## config.mk

```make
export PLATFORM = sky130hd
export DESIGN_NAME = frequency_and_rate_of_change_meter_top
export DESIGN_NICKNAME = d
export VERILOG_FILES = /design/src/rtl/frocm_pkg.sv /design/src/rtl/frequency_and_rate_of_change_meter_top.sv /design/src/rtl/frocm_div.sv /design/src/rtl/frocm_mul.sv
export SDC_FILE = /design/constraint.sdc
export NUM_CORES = 1
export LEC_CHECK = 0
export BUFFER_PORTS_ARGS = -buffer_cell sky130_fd_sc_hd__buf_2
export CORE_UTILIZATION = 65
export DETAILED_ROUTE_END_ITERATION = 8
export HOLD_SLACK_MARGIN = 0.12
export PLACE_DENSITY_LB_ADDON = 0.05
export RECOVER_POWER = 25
export SETUP_SLACK_MARGIN = 0.1
export SLEW_MARGIN = 20
export SYNTH_ARGS = -nofsm -noshare
export SYNTH_HDL_FRONTEND = slang
export SYNTH_SLANG_ARGS = --single-unit
```

## constraint.sdc

```tcl
create_clock -name clock -period 14.5 [get_ports clock]
set_clock_uncertainty 0.1 [all_clocks]
set_input_delay 2.9 -clock clock [delete_from_list [all_inputs] [get_ports clock]]
set_output_delay 2.9 -clock clock [all_outputs]
set_load 0.1 [all_outputs]
```

## src/rtl/frocm_pkg.sv

```systemverilog
// ----------------------------------------------------------------------------
// frocm_pkg: shared widths, types and constants
// Widths of the period count, frequency, product and quotient paths of the
// frequency and rate-of-change meter, plus the control struct of the divider.
// ----------------------------------------------------------------------------
package frocm_pkg;

   // Sizing constants
   localparam int COUNT_BITS = 16;                    // used bits of the period count
   localparam int FRAC_BITS  = 16;                    // fraction bits of the results

   localparam int IN_W     = 16;                      // sample_count field
   localparam int CNT_W    = COUNT_BITS;
   localparam int RATE_W   = 16;                      // sample_rate_hz register
   localparam int FREQ_W   = 32;                      // frequency_q16 field
   localparam int OUT_W    = 32;                      // rate_q16 field
   localparam int FDIV_W   = RATE_W + FRAC_BITS;      // frequency dividend bits
   localparam int PROD_W   = FREQ_W + RATE_W;         // difference times rate
   localparam int DIV_W    = PROD_W;                  // shared divider length
   localparam int DIV_CNT_W = $clog2(DIV_W + 1);
   localparam int MUL_CNT_W = $clog2(RATE_W + 1);

   localparam int REQ_DATA_W = 16;
   localparam int RSP_DATA_W = FREQ_W + OUT_W;
   localparam int RSP_USER_W = 2;

   // Bit positions in rsp_tuser
   localparam int USER_RATE_VALID  = 0;
   localparam int USER_COUNT_ERROR = 1;

   localparam logic [RATE_W-1:0] RATE_RESET = RATE_W'(16000);
   localparam logic [FREQ_W-1:0] FREQ_SAT   = '1;
   localparam logic [OUT_W-1:0]  RATE_POS_MAX = {1'b0, {(OUT_W-1){1'b1}}};
   localparam logic [OUT_W-1:0]  RATE_NEG_MAG = {1'b1, {(OUT_W-1){1'b0}}};

   // Divider command
   typedef struct packed {
      logic start;      // load operands and begin
      logic short_op;   // frequency division: FDIV_W quotient bits only
   } div_ctl_type;

endpackage

```

## src/rtl/frequency_and_rate_of_change_meter_top.sv

```systemverilog
// ----------------------------------------------------------------------------
// frequency_and_rate_of_change_meter_top: period count to frequency and ROCOF
// Usage:
//   req_* carries one period measurement (samples per signal period) per
//   transaction. rsp_* returns one result per request: frequency in unsigned
//   Q16, rate of change in signed saturating Q16, and two flags in tuser.
//   csr_* writes sample_rate_hz; write only while no request is in flight.
// Sequence:
//   A normal item runs the serial divider for the frequency, then the
//   serial multiplier and the divider again for the rate, with sequencing
//   states between them. The first nonzero count after reset skips the
//   rate path, and a zero count skips both. The next request is accepted
//   in the cycle after the result is loaded. The single shared divider,
//   one quotient bit per cycle, sets the pace; one item is in work at a
//   time.
// Reset:
//   sample_rate_hz returns to 16000 and the previous measurement is cleared,
//   so the next result has rate_valid low.
// Stall:
//   The result sits in an output register; the next request is accepted and
//   computed while it waits, and that one then holds until rsp_tready.
// ----------------------------------------------------------------------------
module frequency_and_rate_of_change_meter_top (
   input  logic                              clock,
   input  logic                              reset,
   // request: [15:0] sample_count
   input  logic                              req_tvalid,
   output logic                              req_tready,
   input  logic [frocm_pkg::REQ_DATA_W-1:0]  req_tdata,
   // response: [31:0] frequency_q16, [63:32] rate_q16
   output logic                              rsp_tvalid,
   input  logic                              rsp_tready,
   output logic [frocm_pkg::RSP_DATA_W-1:0]  rsp_tdata,
   // response flags: [0] rate_valid, [1] count_error
   output logic [frocm_pkg::RSP_USER_W-1:0]  rsp_tuser,
   // configuration: [15:0] sample_rate_hz
   input  logic                              csr_valid,
   output logic                              csr_ready,
   input  logic [frocm_pkg::RATE_W-1:0]      csr_wdata
);
   import frocm_pkg::*;

   typedef enum logic [5:0] {
      ST_IDLE = 6'b000001,
      ST_FDIV = 6'b000010,
      ST_SUB  = 6'b000100,
      ST_MUL  = 6'b001000,
      ST_RDIV = 6'b010000,
      ST_FIN  = 6'b100000
   } state_type;

   state_type         state_ff, state_in;
   logic [RATE_W-1:0] rate_cfg_ff, rate_cfg_in;
   logic [CNT_W-1:0]  count_ff, count_in;
   logic [FREQ_W-1:0] freq_ff, freq_in;
   logic              neg_ff, neg_in;
   logic [OUT_W-1:0]  res_rate_ff, res_rate_in;
   logic              res_valid_ff, res_valid_in;
   logic              res_err_ff, res_err_in;
   logic [FREQ_W-1:0] prev_freq_ff, prev_freq_in;
   logic [CNT_W-1:0]  prev_count_ff, prev_count_in;
   logic              have_prev_ff, have_prev_in;
   logic              rsp_valid_ff, rsp_valid_in;
   logic [FREQ_W-1:0] rsp_freq_ff, rsp_freq_in;
   logic [OUT_W-1:0]  rsp_rate_ff, rsp_rate_in;
   logic              rsp_rvalid_ff, rsp_rvalid_in;
   logic              rsp_err_ff, rsp_err_in;

   div_ctl_type       div_ctl;
   logic [DIV_W-1:0]  div_dividend;
   logic [CNT_W-1:0]  div_divisor;
   logic [DIV_W-1:0]  div_q;
   logic              div_done;
   logic              mul_start;
   logic [FREQ_W-1:0] mul_mcand;
   logic [PROD_W-1:0] mul_prod;
   logic              mul_done;

   logic              req_fire;
   logic              out_free;
   logic [CNT_W-1:0]  count_new;
   logic [CNT_W:0]    count_sum;
   logic [CNT_W-1:0]  mean;
   logic [FREQ_W-1:0] freq_sat;
   logic              freq_lt;
   logic              pos_over;
   logic              neg_over;
   logic [OUT_W-1:0]  neg_mag;
   logic [OUT_W-1:0]  rate_sat;

   assign req_fire  = req_tvalid && req_tready;
   assign out_free  = !rsp_valid_ff || rsp_tready;
   assign count_new = CNT_W'(req_tdata[IN_W-1:0]);
   assign csr_ready = 1'b1;

   // truncated mean of the new and previous counts
   assign count_sum = {1'b0, count_ff} + {1'b0, prev_count_ff};
   assign mean      = count_sum[CNT_W:1];

   // frequency quotient clipped to the field width
   assign freq_sat = (|div_q[DIV_W-1:FREQ_W]) ? FREQ_SAT : div_q[FREQ_W-1:0];
   assign freq_lt  = freq_ff < prev_freq_ff;

   // rate quotient saturated to the signed range
   assign pos_over = |div_q[DIV_W-1:OUT_W-1];
   assign neg_over = (|div_q[DIV_W-1:OUT_W]) || (div_q[OUT_W-1] && (|div_q[OUT_W-2:0]));
   assign neg_mag  = neg_over ? RATE_NEG_MAG : div_q[OUT_W-1:0];
   assign rate_sat = neg_ff ? (OUT_W'(0) - neg_mag)
                            : (pos_over ? RATE_POS_MAX : div_q[OUT_W-1:0]);

   // sequencer
   always_comb begin
      state_in      = state_ff;
      count_in      = count_ff;
      freq_in       = freq_ff;
      neg_in        = neg_ff;
      res_rate_in   = res_rate_ff;
      res_valid_in  = res_valid_ff;
      res_err_in    = res_err_ff;
      prev_freq_in  = prev_freq_ff;
      prev_count_in = prev_count_ff;
      have_prev_in  = have_prev_ff;
      rsp_valid_in  = rsp_valid_ff && !rsp_tready;
      rsp_freq_in   = rsp_freq_ff;
      rsp_rate_in   = rsp_rate_ff;
      rsp_rvalid_in = rsp_rvalid_ff;
      rsp_err_in    = rsp_err_ff;
      div_ctl       = '0;
      div_dividend  = {rate_cfg_ff, {(DIV_W-RATE_W){1'b0}}};
      div_divisor   = count_new;
      mul_start     = 1'b0;
      mul_mcand     = freq_lt ? (prev_freq_ff - freq_ff) : (freq_ff - prev_freq_ff);
      req_tready    = 1'b0;

      case (state_ff)
         ST_IDLE: begin
            req_tready = 1'b1;
            if (req_fire) begin
               count_in     = count_new;
               res_rate_in  = '0;
               res_valid_in = 1'b0;
               if (count_new == '0) begin
                  freq_in    = '0;
                  res_err_in = 1'b1;
                  state_in   = ST_FIN;
               end else begin
                  res_err_in       = 1'b0;
                  div_ctl.start    = 1'b1;
                  div_ctl.short_op = 1'b1;
                  state_in         = ST_FDIV;
               end
            end
         end
         ST_FDIV: begin
            if (div_done) begin
               freq_in      = freq_sat;
               res_valid_in = have_prev_ff;
               state_in     = have_prev_ff ? ST_SUB : ST_FIN;
            end
         end
         ST_SUB: begin
            neg_in    = freq_lt;
            mul_start = 1'b1;
            state_in  = ST_MUL;
         end
         ST_MUL: begin
            if (mul_done) begin
               if (mean == '0) begin
                  state_in = ST_FIN;
               end else begin
                  div_ctl.start = 1'b1;
                  div_dividend  = mul_prod;
                  div_divisor   = mean;
                  state_in      = ST_RDIV;
               end
            end
         end
         ST_RDIV: begin
            if (div_done) begin
               res_rate_in = rate_sat;
               state_in    = ST_FIN;
            end
         end
         ST_FIN: begin
            if (out_free) begin
               rsp_valid_in  = 1'b1;
               rsp_freq_in   = freq_ff;
               rsp_rate_in   = res_rate_ff;
               rsp_rvalid_in = res_valid_ff;
               rsp_err_in    = res_err_ff;
               if (!res_err_ff) begin
                  prev_freq_in  = freq_ff;
                  prev_count_in = count_ff;
                  have_prev_in  = 1'b1;
               end
               state_in = ST_IDLE;
            end
         end
         default: begin
            state_in = ST_IDLE;
         end
      endcase
   end

   // configuration register
   always_comb begin
      rate_cfg_in = rate_cfg_ff;
      if (csr_valid && csr_ready) begin
         rate_cfg_in = csr_wdata;
      end
   end

   always_ff @(posedge clock) begin
      if (reset) begin
         state_ff      <= ST_IDLE;
         rate_cfg_ff   <= RATE_RESET;
         prev_freq_ff  <= '0;
         prev_count_ff <= '0;
         have_prev_ff  <= 1'b0;
         rsp_valid_ff  <= 1'b0;
      end else begin
         state_ff      <= state_in;
         rate_cfg_ff   <= rate_cfg_in;
         prev_freq_ff  <= prev_freq_in;
         prev_count_ff <= prev_count_in;
         have_prev_ff  <= have_prev_in;
         rsp_valid_ff  <= rsp_valid_in;
      end
      count_ff      <= count_in;
      freq_ff       <= freq_in;
      neg_ff        <= neg_in;
      res_rate_ff   <= res_rate_in;
      res_valid_ff  <= res_valid_in;
      res_err_ff    <= res_err_in;
      rsp_freq_ff   <= rsp_freq_in;
      rsp_rate_ff   <= rsp_rate_in;
      rsp_rvalid_ff <= rsp_rvalid_in;
      rsp_err_ff    <= rsp_err_in;
   end

   frocm_div u_div (
      .clock    (clock),
      .reset    (reset),
      .ctl      (div_ctl),
      .dividend (div_dividend),
      .divisor  (div_divisor),
      .quotient (div_q),
      .done     (div_done)
   );

   frocm_mul u_mul (
      .clock   (clock),
      .reset   (reset),
      .start   (mul_start),
      .mcand   (mul_mcand),
      .mplier  (rate_cfg_ff),
      .product (mul_prod),
      .done    (mul_done)
   );

   // response outputs
   assign rsp_tvalid = rsp_valid_ff;
   assign rsp_tdata  = {rsp_rate_ff, rsp_freq_ff};
   always_comb begin
      rsp_tuser                   = '0;
      rsp_tuser[USER_RATE_VALID]  = rsp_rvalid_ff;
      rsp_tuser[USER_COUNT_ERROR] = rsp_err_ff;
   end

   // checks
   a_busy_after_accept: assert property (@(posedge clock) disable iff (reset)
      req_tvalid && req_tready |=> !req_tready)
      else $error("request accepted while an item was in work");

   a_error_zero_fields: assert property (@(posedge clock) disable iff (reset)
      rsp_tvalid && rsp_tuser[USER_COUNT_ERROR] |->
         rsp_tdata == '0 && !rsp_tuser[USER_RATE_VALID])
      else $error("count error result carries nonzero fields");

   a_no_rate_without_prev: assert property (@(posedge clock) disable iff (reset)
      rsp_tvalid && !rsp_tuser[USER_RATE_VALID] |-> rsp_tdata[RSP_DATA_W-1:FREQ_W] == '0)
      else $error("rate nonzero without a previous measurement");

   a_result_holds_on_stall: assert property (@(posedge clock) disable iff (reset)
      rsp_valid_ff && !rsp_tready |=> rsp_valid_ff && $stable(rsp_freq_ff)
         && $stable(rsp_rate_ff))
      else $error("stalled result register changed");

endmodule

```

## src/rtl/frocm_div.sv

```systemverilog
// ----------------------------------------------------------------------------
// frocm_div: bit-serial restoring divider
// One quotient bit per cycle. The dividend is left aligned in a DIV_W shift
// register; quotient bits shift in at the bottom as dividend bits leave.
// ----------------------------------------------------------------------------
module frocm_div (
   input  logic                          clock,
   input  logic                          reset,
   input  frocm_pkg::div_ctl_type        ctl,
   input  logic [frocm_pkg::DIV_W-1:0]   dividend,
   input  logic [frocm_pkg::CNT_W-1:0]   divisor,
   output logic [frocm_pkg::DIV_W-1:0]   quotient,
   output logic                          done
);
   import frocm_pkg::*;

   logic [DIV_W-1:0]     q_ff, q_in;
   logic [CNT_W-1:0]     rem_ff, rem_in;
   logic [CNT_W-1:0]     dsr_ff, dsr_in;
   logic [DIV_CNT_W-1:0] cnt_ff, cnt_in;
   logic                 run_ff, run_in;
   logic                 done_ff, done_in;
   logic [CNT_W:0]       trial;
   logic [CNT_W:0]       diff;
   logic                 fits;

   // one restoring step
   assign trial = {rem_ff, q_ff[DIV_W-1]};
   assign diff  = trial - {1'b0, dsr_ff};
   assign fits  = trial >= {1'b0, dsr_ff};

   always_comb begin
      q_in    = q_ff;
      rem_in  = rem_ff;
      dsr_in  = dsr_ff;
      cnt_in  = cnt_ff;
      run_in  = run_ff;
      done_in = 1'b0;
      if (ctl.start) begin
         q_in   = dividend;
         rem_in = '0;
         dsr_in = divisor;
         cnt_in = ctl.short_op ? DIV_CNT_W'(FDIV_W) : DIV_CNT_W'(DIV_W);
         run_in = 1'b1;
      end else if (run_ff) begin
         q_in   = {q_ff[DIV_W-2:0], fits};
         rem_in = fits ? diff[CNT_W-1:0] : trial[CNT_W-1:0];
         cnt_in = cnt_ff - DIV_CNT_W'(1);
         if (cnt_ff == DIV_CNT_W'(1)) begin
            run_in  = 1'b0;
            done_in = 1'b1;
         end
      end
   end

   always_ff @(posedge clock) begin
      if (reset) begin
         run_ff  <= 1'b0;
         done_ff <= 1'b0;
         cnt_ff  <= '0;
      end else begin
         run_ff  <= run_in;
         done_ff <= done_in;
         cnt_ff  <= cnt_in;
      end
      q_ff   <= q_in;
      rem_ff <= rem_in;
      dsr_ff <= dsr_in;
   end

   assign quotient = q_ff;
   assign done     = done_ff;

endmodule

```

## src/rtl/frocm_mul.sv

```systemverilog
// ----------------------------------------------------------------------------
// frocm_mul: bit-serial shift-add multiplier
// Multiplier bits are consumed LSB first, one per cycle; the partial sum
// and the remaining multiplier bits share one product shift register.
// ----------------------------------------------------------------------------
module frocm_mul (
   input  logic                          clock,
   input  logic                          reset,
   input  logic                          start,
   input  logic [frocm_pkg::FREQ_W-1:0]  mcand,
   input  logic [frocm_pkg::RATE_W-1:0]  mplier,
   output logic [frocm_pkg::PROD_W-1:0]  product,
   output logic                          done
);
   import frocm_pkg::*;

   logic [PROD_W-1:0]    p_ff, p_in;
   logic [FREQ_W-1:0]    mc_ff, mc_in;
   logic [MUL_CNT_W-1:0] cnt_ff, cnt_in;
   logic                 run_ff, run_in;
   logic                 done_ff, done_in;
   logic [FREQ_W:0]      sum;

   // add multiplicand into the upper FREQ_W bits when the current bit is set
   assign sum = {1'b0, p_ff[PROD_W-1:RATE_W]} + (p_ff[0] ? {1'b0, mc_ff} : '0);

   always_comb begin
      p_in    = p_ff;
      mc_in   = mc_ff;
      cnt_in  = cnt_ff;
      run_in  = run_ff;
      done_in = 1'b0;
      if (start) begin
         p_in   = {{FREQ_W{1'b0}}, mplier};
         mc_in  = mcand;
         cnt_in = MUL_CNT_W'(RATE_W);
         run_in = 1'b1;
      end else if (run_ff) begin
         p_in   = {sum, p_ff[RATE_W-1:1]};
         cnt_in = cnt_ff - MUL_CNT_W'(1);
         if (cnt_ff == MUL_CNT_W'(1)) begin
            run_in  = 1'b0;
            done_in = 1'b1;
         end
      end
   end

   always_ff @(posedge clock) begin
      if (reset) begin
         run_ff  <= 1'b0;
         done_ff <= 1'b0;
         cnt_ff  <= '0;
      end else begin
         run_ff  <= run_in;
         done_ff <= done_in;
         cnt_ff  <= cnt_in;
      end
      p_ff  <= p_in;
      mc_ff <= mc_in;
   end

   assign product = p_ff;
   assign done    = done_ff;

endmodule

```

==> reports/metrics.cfg <==
[global_route]
grt_pass1_vias = 16800
grt_pass1_wl_mm = 89.8
grt_use_total_pct = 32.5
use_met3_pct = 5.91
grtUsageMet1_pct = 46.9
grt_start_max_net_pins = 91
gr-total-overflow = 0
grt_util_met2_pct = 49.5
grt_antenna_before_repair = 5
gr-max-usage-layer = met2

[run]
cap_violations = 2

[timing]
fin_tns_setup_ns = 0
min_period_ns = 5.34
drv_slew = 105
hold_violations = 0
relSlewSlack_pct = -125
worst_slack_ns = 9.16
rsz0062_at_grt = no
timing.fmax_mhz = 187
worst_pin_slew_ns = 3.37
setup_viol = 0
post-route-period-util_pct = 36.8

[routing]
drc = 1
via_per_inst = 6.24
drtPass1Iterations = 8
ant_nets = 0
wl_per_cell_um = 20.1
wl_mm = 57.1
first_iter_violations = 1741
num_vias = 17800

[final_layout]
final-seq-area_sq_um = 10500
multi_input_area_sq_um = 10600
nets = 2537
area_growth_pct = 10.4
utilization_pct = 73.0
drive_gt1_share_pct = 9.92
fillers = 2506
fin_area_sq_um = 24500

[pwr]
p_leak_nw = 9.52
p_int_mw = 2.20
power_frac_clock_pct = 38.3
ir_worst_vdd_uv = 154
p_sw_mw = 0.884
switching_share_pct = 28.6
combinationalPowerShare_pct = 15.7
power-per-cell-area_nw_per_um2 = 126
seqPwrFrac_pct = 46.1

[setup_path]
r2r_start = count_ff[0]
path_cells = and2_1 > fa_1 > a21oi_1 > o211ai_1 > and4_1 > or4_1 > a41oi_1 > xor2_1 > nand4_1 > nor2b_4 > buf_4 > or3_2
critPathArrivalTime_ns = 5.44
critPathKind = reg -> reg
path_max_fanout = 90
cp-end-kind = register
worstSetupStartpointType = register
cp-startpoint = count_ff[0]
cp.required_ns = 14.59
cp_slowest_cell = or3_2
cp_slowest_stage_delay_ns = 1.00

[place]
gp_congestion = 0.936
pre_cts_ws_ns = 8.70
dpl_cell_area_sq_um = 23000
dp_hpwl_mm = 39.5
port_buffers = 104

[status]
status = complete, but fails checks
violations = DRC, capacitance limit, slew limit

[yosys]
yosys.area.top_type = edfxtp_1
synthFlopType = edfxtp_1
ys_ff_latch = 396
synth_top_family_by_area = compound AO/OA/AOI/OAI gates
synth_compound_area_share_pct = 17.1
syn_area_sq_um = 22200
synth_xor_area_share_pct = 3.56
yosys.area_share.simple_pct = 15.5
synth.avg_cell_area_sq_um = 9.58
synthArstFlopShare_pct = 0
yosysSeqAreaShare_pct = 47.6
synth-edff-count = 261
synth_fa_ha_area_share_pct = 7.85
synth_mux_area_share_pct = 3.75
synth_top_area_share_pct = 35.4
yosys-top-cells-area = edfxtp_1 (35%), dfxtp_1 (12%), ha_1 (7.4%)
yosysWarnings = 0
synth_fp_nets = 2487
synthesis.instances = 2314
yosysUniqueCellTypes = 81

[clock_network]
cts_made_buffers = 44
clk_path_buf_depth = 3
path_clk_slew_ns = 0.06
h-tree-depth = 2
clkLatencyLatePin_ns = 0.58
ctsResizeCount = 0
postCtsSetupRepairBufs = 0
cts-root-buf = clkbuf_16
cts_sinks = 396
holdBufCountCts = 0
cts_tree = built

[floorplan]
die_x_um = 187
start_util_pct = 66.1
dieArea_sq_um = 34800
die_y_um = 187
ios = 106
rows = 67
core_region_area_sq_um = 33500

[worst_hold_path]
worstHoldStart = res_rate_ff[15]
holdCritPathClass = reg -> reg

## layer usage
layer  vias up  wire length, um
li1       8399                -
met1      8410            25400
met2       829            25000
met3       139             4940
met4         0             1820
met5         -                0
## power groups by stage
stage | combinational (mW) | sequential, mW | clock (mW)
2_1_floorplan | 0.369 | 1.39 | 0
3_3_place_gp | 0.451 | 1.43 | 0
3_5_place_dp | 0.468 | 1.44 | 0
4_1_cts | 0.473 | 1.42 | 1.20
5_1_grt | 0.535 | 1.43 | 1.24
6_report | 0.483 | 1.42 | 1.18
## cell type report
type / instances / share of cell area (%)
clock inverters: 26 / 1.34
flip-flops and latches: 396 / 43.1
well taps: 448 / 2.29
multi-input cells: 1654 / 43.5
clock buffers: 55 / 4.92
repair buffers: 124 / 2.63
inverters: 144 / 2.21
diodes: 1 / 0.0102
## per-stage QoR
stage	std cells	hold slack (ns)	power, mW
finish	2848	0.321	3.09
global route	2848	0.318	3.20
CTS	2847	0.320	3.09
detailed placement	2766	0.305	1.91
global placement	2766	0.301	1.89
floorplan	2314	0.300	1.76
## synthesized netlist by cell type (24+ instances only)
cell type / number
a211oi_1: 33
a21o_1: 42
a21oi_1: 184
a31oi_1: 24
and2_1: 37
clkbuf_1: 99
dfxtp_1: 135
edfxtp_1: 261
ha_1: 131
inv_1: 143
mux2_2: 24
mux2i_1: 56
nand2_1: 266
nor2_1: 220
nor2b_1: 25
nor3_1: 54
o21ai_0: 138
xnor2_1: 53
xor2_1: 37
## path summary, 6_finish.rpt
kind,endpoint,slack (ns),cells past startpoint
max,u_div.quotient[20],9.16,12
min,rsp_rate_ff[15],0.32,0
max reg2reg,u_div.quotient[20],9.16,12
min reg2reg,rsp_rate_ff[15],0.32,0
## registers in the layout (all words and copies together), names as in the netlist, 5 cells and up
signal,cells
u_div.quotient,48
u_mul.product,48
freq_ff,32
prev_freq_ff,32
res_rate_ff,32
rsp_freq_ff,32
rsp_rate_ff,32
u_mul.mc_ff,32
count_ff,16
prev_count_ff,16
rate_cfg_ff,16
u_div.dsr_ff,16
u_div.rem_ff,16
state_ff,6
u_div.cnt_ff,6
u_mul.cnt_ff,5
## kinds of logic after synthesis
group | count (synthesis)
simple gates | 747
compound gates | 600
flops | 396
buf+inv | 264
fa+ha+maj | 136
xor+xnor | 90
mux | 80
other cells | 1
## cell usage in the layout (no fill, tap or decap), types with 14 or more instances in the layout
cell / n
xor2_1: 37
a211oi_1: 33
nor2_1: 218
buf_2: 91
o21ai_1: 14
nand2b_1: 19
a22oi_1: 16
nor4_1: 16
o21a_1: 18
clkbuf_16: 45
a21oi_1: 183
clkbuf_1: 22
mux2i_1: 56
inv_1: 143
nor2b_1: 24
dfxtp_1: 134
nor3_1: 53
a21o_1: 42
o211ai_1: 15
edfxtp_1: 261
nand3_1: 21
and2_1: 37
nand2_1: 266
o21ai_0: 137
and3_1: 14
mux2_2: 24
ha_1: 131
nand4_1: 20
o31ai_1: 21
a31oi_1: 24
buf_4: 17
xnor2_1: 53
## worst max-delay path, delay by kind of cell (launching register included)
family / cells / cell delay, ns
flops: 1 / 0.41
xor+xnor: 1 / 0.12
compound gates: 3 / 0.78
simple gates: 6 / 2.40
fa+ha+maj: 1 / 0.40
buf+inv: 1 / 0.70
(Power assumes the default switching activity.)
